`src/rtl/priority_order_queue_assert.svh`:
```
// Assertion helpers for the order queue.
`ifndef PRIORITY_ORDER_QUEUE_ASSERT_SVH
`define PRIORITY_ORDER_QUEUE_ASSERT_SVH

// Same-cycle implication, disabled while reset is asserted.
`define POQ_ASSERT_IMP(lbl, clk, rstn, ante, cons) \
  lbl: assert property (@(posedge clk) disable iff (!rstn) (ante) |-> (cons)) \
    else $error("order queue assertion failed");

// Next-cycle implication, disabled while reset is asserted.
`define POQ_ASSERT_NXT(lbl, clk, rstn, ante, cons) \
  lbl: assert property (@(posedge clk) disable iff (!rstn) (ante) |=> (cons)) \
    else $error("order queue assertion failed");

`endif

```
`src/rtl/poq_pkg.sv`:
```
package poq_pkg;

  localparam int OccW = 5;

  localparam logic ActInsert  = 1'b0;
  localparam logic ActExtract = 1'b1;

  typedef enum logic [1:0] {
    StInserted  = 2'd0,
    StFull      = 2'd1,
    StExtracted = 2'd2,
    StEmpty     = 2'd3
  } status_e;

  typedef struct packed {
    logic [31:0] id;
    logic [15:0] prep;
    logic [2:0]  level;
    logic [31:0] stamp;
  } entry_t;

  // Strictly better only: on a full tie the earlier slot stays best.
  function automatic logic better(entry_t cand, entry_t best);
    return (cand.level > best.level) ||
           ((cand.level == best.level) && (cand.stamp < best.stamp));
  endfunction

endpackage

```
`src/rtl/poq_entry_ram.sv`:
```
module poq_entry_ram #(
  parameter int Depth = 16,
  localparam int AddrW = $clog2(Depth)
) (
  input  logic                clk_i,
  input  logic                we_i,
  input  logic [AddrW-1:0]    waddr_i,
  input  poq_pkg::entry_t     wdata_i,
  input  logic                re_i,
  input  logic [AddrW-1:0]    raddr_i,
  output poq_pkg::entry_t     rdata_o
);

  poq_pkg::entry_t mem [Depth];
  poq_pkg::entry_t rdata_q;

  always_ff @(posedge clk_i) begin
    if (we_i) begin
      mem[waddr_i] <= wdata_i;
    end
  end

  always_ff @(posedge clk_i) begin
    if (re_i) begin
      rdata_q <= mem[raddr_i];
    end
  end

  assign rdata_o = rdata_q;

endmodule

```
`src/rtl/priority_order_queue.sv`:
```
// Priority order queue: a table of up to QUEUE_DEPTH orders held in one
// single-port-read, single-port-write memory.
// Command channel: a beat is taken when start is high and busy is low.
// action_i = 0 inserts the carried order at the tail, action_i = 1 extracts
// the best order (highest priority, then smallest timestamp, then oldest).
// Result channel: exactly one beat per command, shown for one cycle while
// res_valid_o is high; the receiver cannot stall it.
// An insert, a drop on full and an extract on empty give their result the
// cycle after the command. An extract reads every held entry in S_SCAN to
// find the best one, then, unless that one sits in the last slot, moves each
// later entry down one place in S_SHIFT to close the gap; busy is high
// until the result cycle. The scan and the compaction both go through the
// one memory read port, one entry per cycle.
// Throughput: inserts and the immediate answers take a command every cycle;
// after an extract the next command can be taken in its result cycle.
// Reset empties the table at once; no clearing pass is needed.
module priority_order_queue #(
  parameter int QUEUE_DEPTH = 16
) (
  input  logic        clk_i,
  input  logic        rst_ni,
  input  logic        start,
  output logic        busy,
  input  logic        action_i,
  input  logic [31:0] order_id_i,
  input  logic [15:0] prep_time_i,
  input  logic [2:0]  priority_req_i,
  input  logic [31:0] enqueue_time_i,
  output logic        res_valid_o,
  output logic [1:0]  status_o,
  output logic [31:0] out_id_o,
  output logic [15:0] out_prep_time_o,
  output logic [2:0]  out_priority_o,
  output logic [31:0] out_time_o,
  output logic [4:0]  occupancy_o
);

  localparam int AW   = $clog2(QUEUE_DEPTH);
  localparam int CntW = $clog2(QUEUE_DEPTH + 1);

  typedef enum logic [2:0] {
    S_IDLE  = 3'b001,
    S_SCAN  = 3'b010,
    S_SHIFT = 3'b100
  } state_e;

  state_e                    state_q, state_d;
  logic [CntW-1:0]           cnt_q, cnt_d, cnt_m1;
  logic [AW-1:0]             idx_q, idx_d;
  logic [AW-1:0]             bidx_q, bidx_d, cur_bidx;
  poq_pkg::entry_t           best_q, best_d, cur_best;
  logic                      take;
  logic                      res_valid_q, res_valid_d;
  poq_pkg::status_e          status_q, status_d;
  poq_pkg::entry_t           res_q, res_d;
  logic [poq_pkg::OccW-1:0]  occ_q;

  logic                      we, re;
  logic [AW-1:0]             waddr, raddr;
  poq_pkg::entry_t           wdata, rdata;

  poq_entry_ram #(
    .Depth (QUEUE_DEPTH)
  ) u_ram (
    .clk_i   (clk_i),
    .we_i    (we),
    .waddr_i (waddr),
    .wdata_i (wdata),
    .re_i    (re),
    .raddr_i (raddr),
    .rdata_o (rdata)
  );

  assign cnt_m1   = cnt_q - CntW'(1);
  assign take     = (idx_q == '0) || poq_pkg::better(rdata, best_q);
  assign cur_best = take ? rdata : best_q;
  assign cur_bidx = take ? idx_q : bidx_q;

  always_comb begin
    state_d     = state_q;
    cnt_d       = cnt_q;
    idx_d       = idx_q;
    bidx_d      = bidx_q;
    best_d      = best_q;
    res_valid_d = 1'b0;
    status_d    = status_q;
    res_d       = res_q;
    we          = 1'b0;
    waddr       = idx_q;
    wdata       = rdata;
    re          = 1'b0;
    raddr       = '0;
    unique case (state_q)
      S_IDLE: begin
        if (start) begin
          if (action_i == poq_pkg::ActInsert) begin
            res_valid_d = 1'b1;
            res_d       = '0;
            if (cnt_q == CntW'(QUEUE_DEPTH)) begin
              status_d = poq_pkg::StFull;
            end else begin
              we          = 1'b1;
              waddr       = AW'(cnt_q);
              wdata.id    = order_id_i;
              wdata.prep  = prep_time_i;
              wdata.level = priority_req_i;
              wdata.stamp = enqueue_time_i;
              cnt_d       = cnt_q + CntW'(1);
              status_d    = poq_pkg::StInserted;
            end
          end else if (cnt_q == '0) begin
            res_valid_d = 1'b1;
            res_d       = '0;
            status_d    = poq_pkg::StEmpty;
          end else begin
            re      = 1'b1;
            raddr   = '0;
            idx_d   = '0;
            state_d = S_SCAN;
          end
        end
      end
      S_SCAN: begin
        // rdata holds slot idx_q this cycle
        best_d = cur_best;
        bidx_d = cur_bidx;
        if (CntW'(idx_q) == cnt_m1) begin
          if (CntW'(cur_bidx) == cnt_m1) begin
            res_valid_d = 1'b1;
            status_d    = poq_pkg::StExtracted;
            res_d       = cur_best;
            cnt_d       = cnt_m1;
            state_d     = S_IDLE;
          end else begin
            re      = 1'b1;
            raddr   = AW'(CntW'(cur_bidx) + CntW'(1));
            idx_d   = cur_bidx;
            state_d = S_SHIFT;
          end
        end else begin
          re    = 1'b1;
          raddr = AW'(CntW'(idx_q) + CntW'(1));
          idx_d = AW'(CntW'(idx_q) + CntW'(1));
        end
      end
      S_SHIFT: begin
        // rdata holds slot idx_q+1; move it down one place
        we    = 1'b1;
        waddr = idx_q;
        wdata = rdata;
        if ((CntW'(idx_q) + CntW'(2)) < cnt_q) begin
          re    = 1'b1;
          raddr = AW'(CntW'(idx_q) + CntW'(2));
          idx_d = AW'(CntW'(idx_q) + CntW'(1));
        end else begin
          res_valid_d = 1'b1;
          status_d    = poq_pkg::StExtracted;
          res_d       = best_q;
          cnt_d       = cnt_m1;
          state_d     = S_IDLE;
        end
      end
      default: begin
        state_d = S_IDLE;
      end
    endcase
  end

  always_ff @(posedge clk_i or negedge rst_ni) begin
    if (!rst_ni) begin
      state_q     <= S_IDLE;
      cnt_q       <= '0;
      res_valid_q <= 1'b0;
    end else begin
      state_q     <= state_d;
      cnt_q       <= cnt_d;
      res_valid_q <= res_valid_d;
    end
  end

  always_ff @(posedge clk_i) begin
    idx_q  <= idx_d;
    bidx_q <= bidx_d;
    best_q <= best_d;
    if (res_valid_d) begin
      status_q <= status_d;
      res_q    <= res_d;
      occ_q    <= poq_pkg::OccW'(cnt_d);
    end
  end

  assign busy            = (state_q != S_IDLE);
  assign res_valid_o     = res_valid_q;
  assign status_o        = status_q;
  assign out_id_o        = res_q.id;
  assign out_prep_time_o = res_q.prep;
  assign out_priority_o  = res_q.level;
  assign out_time_o      = res_q.stamp;
  assign occupancy_o     = occ_q;

`include "priority_order_queue_assert.svh"

  `POQ_ASSERT_IMP(a_strobe_idle, clk_i, rst_ni, res_valid_q, state_q == S_IDLE)
  `POQ_ASSERT_NXT(a_cmd_answered, clk_i, rst_ni, start && !busy, res_valid_q || busy)
  `POQ_ASSERT_IMP(a_cnt_bound, clk_i, rst_ni, 1'b1, cnt_q <= CntW'(QUEUE_DEPTH))
  `POQ_ASSERT_IMP(a_empty_zero, clk_i, rst_ni, res_valid_q && (status_q == poq_pkg::StEmpty), cnt_q == '0)

endmodule

```
`config.mk`:
```
export PLATFORM = sky130hd
export DESIGN_NAME = priority_order_queue
export DESIGN_NICKNAME = d
export VERILOG_FILES = /design/src/rtl/poq_pkg.sv /design/src/rtl/poq_entry_ram.sv /design/src/rtl/priority_order_queue.sv
export VERILOG_INCLUDE_DIRS = /design/src /design/src/rtl
export SDC_FILE = /design/constraint.sdc
export NUM_CORES = 2
export LEC_CHECK = 0
export BUFFER_PORTS_ARGS = -buffer_cell sky130_fd_sc_hd__buf_2
export CORE_MARGIN = 2
export CORE_UTILIZATION = 50
export CTS_BUF_LIST = sky130_fd_sc_hd__clkbuf_16
export CTS_CLUSTER_DIAMETER = 60
export DETAILED_ROUTE_END_ITERATION = 16
export PLACE_DENSITY = 0.69
export SLEW_MARGIN = 40
export SYNTH_ARGS = -nofsm -noshare
export SYNTH_HDL_FRONTEND = slang
export SYNTH_SLANG_ARGS = --single-unit
```
`constraint.sdc`:
```
create_clock -name clk_i -period 14.4 [get_ports clk_i]
set_input_delay 2.88 -clock clk_i [delete_from_list [all_inputs] [get_ports clk_i]]
set_output_delay 2.88 -clock clk_i [all_outputs]
set_load 0.005 [all_outputs]
```
# [After elaboration in Yosys (flattened, before gate mapping)]
# Memories as Yosys holds them, arrays and structs flattened. A register that Yosys moved wholly into a read port is not among the register bits.
# Index checks and enable logic that the tools add are counted.
[totals] regBits=190 mem_bits_rw=1328 out_inout_bits=92 word_cells=120 n_memories=1
[memory_table] memory="u_ram.mem" depth=16 word_bits=83 read_ports=1 rd_ports_with_merged_regs=1 wr=1 line_no="poq_entry_ram.sv:14" rtl="poq_pkg::entry_t mem [Depth];"
[op_classes] n_addsub=5 n_lt_le_gt_ge=3 n_eq_ne=17 muxes=70 reduce_logical=9
[ops] operator="$mux W83" n=11
[ops] operator="$pmux W83 S3" n=1
[ops] operator="$mux W4" n=14
[ops] operator="$lt A32 B32 Y1" n=1
[ops] operator="$mux W5" n=6
[ops] operator="$mux W1" n=18
[ops] operator="$mux W3" n=6
[ops] operator="$pmux W5 S3" n=1
[ops] operator="$ne A2 B2 Y1 const B" n=7
[ops] operator="$mux W2" n=6
[ops] operator="$pmux W4 S3" n=1
[ops] operator="$eq A4 B5 Y1" n=2
[ops] operator="$pmux W3 S3" n=1
[ops] operator="$add A4 B1 Y4 const B" n=2
[ops] operator="$pmux W4 S2" n=1
[ops] operator="$reduce_and A7 Y1" n=1
[ops] operator="$ne A3 B3 Y1 const B" n=2
[ops] operator="$pmux W1 S3" n=2
[ops] operator="$pmux W2 S3" n=1
[ops] operator="$reduce_and A6 Y1" n=1
[ops] operator="$add A4 B2 Y5 const B" n=1
[ops] operator="$add A5 B1 Y5 const B" n=1
[ops] operator="$eq A5 B5 Y1 const B" n=1
[ops] operator="$logic_not A5 Y1" n=1
[ops] operator="other kinds (14)" n=15

# [Depth between registers and ports, before layout]
[depth] depth_word=10 mapped_depth=21 depth_no_buf=16

# [Cells and area by module]
# Synthesis repeated with hierarchy kept, for this count alone.
[hier_totals] hier_cells=2985 area_unflattened_um2=62565.0
[modules_own_cells] module="poq_entry_ram" instances=1 cells_each=2129 area_per_inst_um2=52136.3
[modules_own_cells] module="priority_order_queue" instances=1 cells_each=856 area_per_inst_um2=10428.8

# [Worst setup path after synthesis]
# No wires, ideal clock.
[synth_timing] path_type="input to register" from="input action_i" to="register res_q (netlist bit out_id_o[0]), enable pin" setup_ps=646 t_arrival_ps=8978 required_ps=13754 path_slack_ps=4776 cell_stages=3 path_buffers=0 cell_sequence="inv_1 > a31oi_1 > o21ai_0"
[synth_between] elab_chain_len=4 word_cells_on_any_way=5 classes_between="eq/ne (1); mux (3); reduce/logical (1)"
[synth_rtl] item="start: declaration" line_no="priority_order_queue.sv:24" rtl="input logic action_i,"
[synth_rtl] item="$mux W1" line_no="priority_order_queue.sv:96" rtl="if (action_i == poq_pkg::ActInsert) begin"
[synth_rtl] item="$mux W1" line_no="priority_order_queue.sv:95" rtl="if (start) begin"
[synth_rtl] item="$pmux W1 S3" line_no="priority_order_queue.sv:93" rtl="unique case (state_q)"
[synth_rtl] item="$reduce_and A7 Y1 (no line) (*)"
[synth_rtl] item="end signal: assignment" line_no="priority_order_queue.sv:187" rtl="res_q <= res_d;"
[synth_rtl] item="end: declaration" line_no="priority_order_queue.sv:55" rtl="poq_pkg::entry_t res_q, res_d;"
# Mark *: on every way between the ends. The rest lies on a longest branch, timed or not.
# A chain may end at the register's enable or synchronous reset.

# [Worst setup path in the final report]
[layout_timing] from="register, netlist name u_ram.rdata_o[34]" to="register, netlist name u_ram.rdata_o[29]"
[layout_between] elab_chain_len=9 word_cells_on_any_way=14 classes_between="add/sub (1); order compare (1); eq/ne (2); mux (7); reduce/logical (3)"
[layout_rtl] item="parallel branches: the longest is 2 deep, another holds $gt A3 B3 Y1"
[layout_rtl] item="$logic_or A1 B1 Y1 (*)" line_no="poq_pkg.sv:24" rtl="return (cand.level > best.level) ||"
[layout_rtl] item="$logic_or A1 B1 Y1 (*)" line_no="priority_order_queue.sv:75" rtl="assign take = (idx_q == '0) || poq_pkg::better(rdata, best_q);"
[layout_rtl] item="$mux W4 (*)" line_no="priority_order_queue.sv:77" rtl="assign cur_bidx = take ? idx_q : bidx_q;"
[layout_rtl] item="named net cur_bidx[1]" line_no="priority_order_queue.sv:50" rtl="logic [AW-1:0] bidx_q, bidx_d, cur_bidx;"
[layout_rtl] item="$add A4 B1 Y4 / $eq A4 B5 Y1 (equally long branches)" line_no="priority_order_queue.sv:136, priority_order_queue.sv:128"
[layout_rtl] item="$mux W4 / $mux W1 (equally long branches)" line_no="priority_order_queue.sv:128" rtl="if (CntW'(cur_bidx) == cnt_m1) begin"
[layout_rtl] item="$mux W4 / $mux W1 (equally long branches)" line_no="priority_order_queue.sv:127" rtl="if (CntW'(idx_q) == cnt_m1) begin"
[layout_rtl] item="$pmux W4 S2 / $pmux W1 S3 (equally long branches)" line_no="priority_order_queue.sv:93"
# Mark *: on every way through the listed nets, which the timed path passes.

==> metrics.md <==
| Metric | Value |
|---|---|
| Status | `complete, no violations` |
| Setup TNS | `0 ns` |
| Placeable Area | `~130000 um^2` |
| CTS Hold Bufs | `0` |
| Final period util | `between 40% and 50%` |
| Worst Hold Path EP | `out_id_o[23]$_DFFE_PP_` |
| P_leak | `around 24 nW` |
| Layout filler cell count | `~10000` |
| Final Power | `0.0118 W` |
| Worst Skew | `approximately 0.032 ns` |
| EDFF count, synth | `around 1600` |
| Worst slew pin tran | `slightly below 0.9 ns` |
| Max_slew headroom | `roughly two fifths` |
| Starting Density | `between 50% and 60%` |
| Number of global-route vias before repair | `between 30000 and 40000` |
| Setup-failing EPs final | `0` |
| Critical Path RT | `around 15 ns` |
| CP Data Arrival Time | `between 7 and 8 ns` |
| Share of cells above drive strength 1 | `a little over an eighth` |
| Yosys top cell by area | `edfxtp_1` |
| Post-synthesis cell area | `64600 um^2` |
| Dpl cells | `between 6000 and 7000` |
| Net Count, Synth | `~4800` |
| Die span in x | `363 um` |
| P&R area growth vs syn | `12.4%` |
| CP Capture Type | `register` |
| Routed wire per std cell | `26.7 um` |
| Nets | `between 4000 and 5000` |
| RSZ-0062 raised after global routing | `false` |
| GRT Total Usage | `between 20% and 30%` |
| Max IR drop VDD | `85.1 uV` |
| CTS root buffer | `clkbuf_16` |
| Ys Warns | `0` |
| Yosys reg bits | `1601` |
| I/O Pins | `179` |
| Synth top area cells | `edfxtp_1 74%, nand2_1 6.3%, nand3_1 3.3%` |
| Count of different cell masters after synthesis | `roughly 70` |
| Chip Height | `between 300 and 400 um` |
| Hold Fails Final Rpt | `0` |
| Post-synth top area share | `between 70 and 80%` |
| Synthesized area per cell | `about 14 um^2` |
| Final instance count without filler cells | `~6600` |
| Post-CTS Setup Bufs | `0` |
| Clk Latency, worst-skew pair | `about 0.80 ns` |
| 1st-iter DRT viols | `5708` |
| Pins over their slew limit | `0` |
| CTS Sinks | `1601` |
| Pre-antenna DRT Iters | `6` |
| Commonest cells after routing, fill and taps aside | `1592 x edfxtp_1, 1091 x nand2_1, 426 x nand3_1` |
| WL final | `roughly 180 mm` |
| Final GP Congestion | `approximately 0.83` |
| Number of port buffers | `178` |
| Post-DP HPWL | `93.8 mm` |
| Most common cell after layout, fill and taps aside | `edfxtp_1` |
| FFs w/ async S/R, synth | `less than 1%` |
| DR vias | `41428` |
| Startpoint types | `register` |
| Synth Instances | `between 4000 and 5000` |
| Total grt overflow | `0` |
| Pin count of the biggest net entering global routing | `approximately 190` |
| R2R Path Start | `u_ram.rdata_o[34]$_DFFE_PP_` |
| Post-CTS Resized | `0` |
| DRT antenna net count | `0` |
| Reg2Reg Depth | `18` |
| Number of vias per cell | `6.30` |
| Ys flop type | `edfxtp_1` |
| Clock buffer depth | `3` |
| Critical path class | `reg2reg` |
| Core Rows | `between 100 and 150` |
| Initial antenna violation count | `9` |
| Fin crit period | `slightly above 7 ns` |
| First-pass GRT wire length | `between 200 and 300 mm` |
| CTS clock-pin slew for the worst setup and hold paths | `about 0.06 ns` |
| CTS H-tree depth | `4` |
| Reg2reg setup slack | `between 7 and 8 ns` |
| Sequential area share after synthesis | `74.4%` |
| Die Area | `132000 um^2` |
| CTS Buf Count | `between 150 and 200` |
| Highest Clock Rate | `roughly 0.14 GHz` |
| CTS tree | `built` |
| PwrDens | `roughly 160 nW/um^2` |
| Hold Startpoint | `best_q[74]$_DFFE_PP_` |
| Max-cap violations | `0` |
| Worst Hold Depth | `1` |
| HP Class | `reg2reg` |
| Reg2reg end | `u_ram.rdata_o[29]$_DFFE_PP_` |
| Residual DRC count | `0` |
| Worst-path maximum fanout | `between 70 and 80` |
metal layers:
| metal | GRT usage, % | vias to the layer above | routed length, um |
|---|---|---|---|
| li1 | - | 17973 | - |
| met1 | 38.4 | 20647 | 71400 |
| met2 | 40.3 | 2503 | 80700 |
| met3 | 4.97 | 301 | 19100 |
| met4 | 7.16 | 4 | 4180 |
| met5 | 0 | - | 26 |
cell type report:
| cell class | instances | area (um^2) | share of cell area (%) |
|---|---|---|---|
| Timing Repair Buffer | 264 | 1860 | 2.56 |
| Tap cell | 1662 | 2080 | 2.87 |
| Inverter | 49 | 191 | 0.264 |
| Antenna cell | 2 | 5.00 | 0.00690 |
| Clock buffer | 169 | 4230 | 5.83 |
| Multi-Input combinational cell | 2702 | 15300 | 21.2 |
| Sequential cell | 1601 | 48000 | 66.2 |
| Clock inverter | 126 | 805 | 1.11 |
report_power, final:
group | switching, W | leakage (nW) | internal, W
clock network | 0.00176 | 2.62 | 0.00225
registers | 0.000151 | 14.5 | 0.00576
logic | 0.00140 | 7.17 | 0.000531
total | 0.00330 | 24.3 | 0.00853
kinds of logic after synthesis:
logic type	Yosys count	synth area share, %
adders and majority gates	46	0.892
buffers and inverters	356	2.26
xor gates and xnor gates	20	0.306
DFF	1601	74.4
and+or+nand+nor	1767	11.6
AOI/OAI and AO/OA	730	8.08
muxes	139	2.42
sequential cells by signal, summed over array words and instances (netlist names):
name,count
cnt_q,5
out_time_o,32
occupancy_o,5
idx_q,4
u_ram.rdata_o,83
out_priority_o,3
bidx_q,4
u_ram.mem,1328
state_q,3
status_o,2
best_q,83
out_prep_time_o,16
res_valid_o,1
out_id_o,32
synth_stat cells, types with 43 or more instances:
| cell | instances |
|---|---|
| a21oi_1 | 107 |
| a221oi_1 | 82 |
| a22o_1 | 51 |
| a2bb2oi_1 | 85 |
| a31oi_1 | 94 |
| a32oi_1 | 85 |
| buf_1 | 43 |
| buf_2 | 95 |
| clkbuf_1 | 168 |
| edfxtp_1 | 1592 |
| ha_1 | 46 |
| inv_1 | 48 |
| mux2_2 | 137 |
| nand2_1 | 1091 |
| nand3_1 | 426 |
| nand4_1 | 90 |
| nor2_1 | 120 |
| o21ai_0 | 95 |
| o22ai_1 | 87 |
worst max-delay path by stage:
stage                                      from                     endpoint  slack, ns  cells after the start
floorplan                              action_i        out_id_o[0]$_DFFE_PP_       4.78                      3
global placement                          start   u_ram.mem[8][16]$_DFFE_PP_       7.14                     11
detailed placement                        start  u_ram.mem[12][51]$_DFFE_PP_       7.06                     11
CTS                 u_ram.rdata_o[34]$_DFFE_PP_  u_ram.rdata_o[29]$_DFFE_PP_       7.47                     18
global route        u_ram.rdata_o[34]$_DFFE_PP_  u_ram.rdata_o[28]$_DFFE_PP_       7.07                     18
finish              u_ram.rdata_o[34]$_DFFE_PP_  u_ram.rdata_o[29]$_DFFE_PP_       7.34                     18
through the flow:
step / utilization [%] / worst slack (ns) / hold slack (ns) / cell area, um^2
floorplan: - / 4.78 / 0.533 / 64600
global placement: 52.5 / 7.14 / 0.551 / 67100
detailed placement: 52.7 / 7.06 / 0.560 / 67400
CTS: 56.7 / 7.47 / 0.575 / 72400
global route: 56.7 / 7.07 / 0.601 / 72500
finish: 56.7 / 7.34 / 0.575 / 72500
worst max-delay path, stage by stage (launching register included):
cell and delay [ns]:
edfxtp_1 0.42, ha_1 0.35, nand3_1 0.18, a21boi_0 0.53, and4b_1 0.29, a22o_1 0.27, nor2_4 0.12, buf_4 0.60
mux2_2 0.44, ha_1 0.24, mux2i_1 0.18, xnor2_1 0.18, o211ai_1 0.30, o21ai_4 0.71, buf_4 0.44, buf_4 0.74
nor2_1 0.10, a2bb2oi_1 0.16, o22ai_1 0.48
Power figures use the tool's default switching activity.
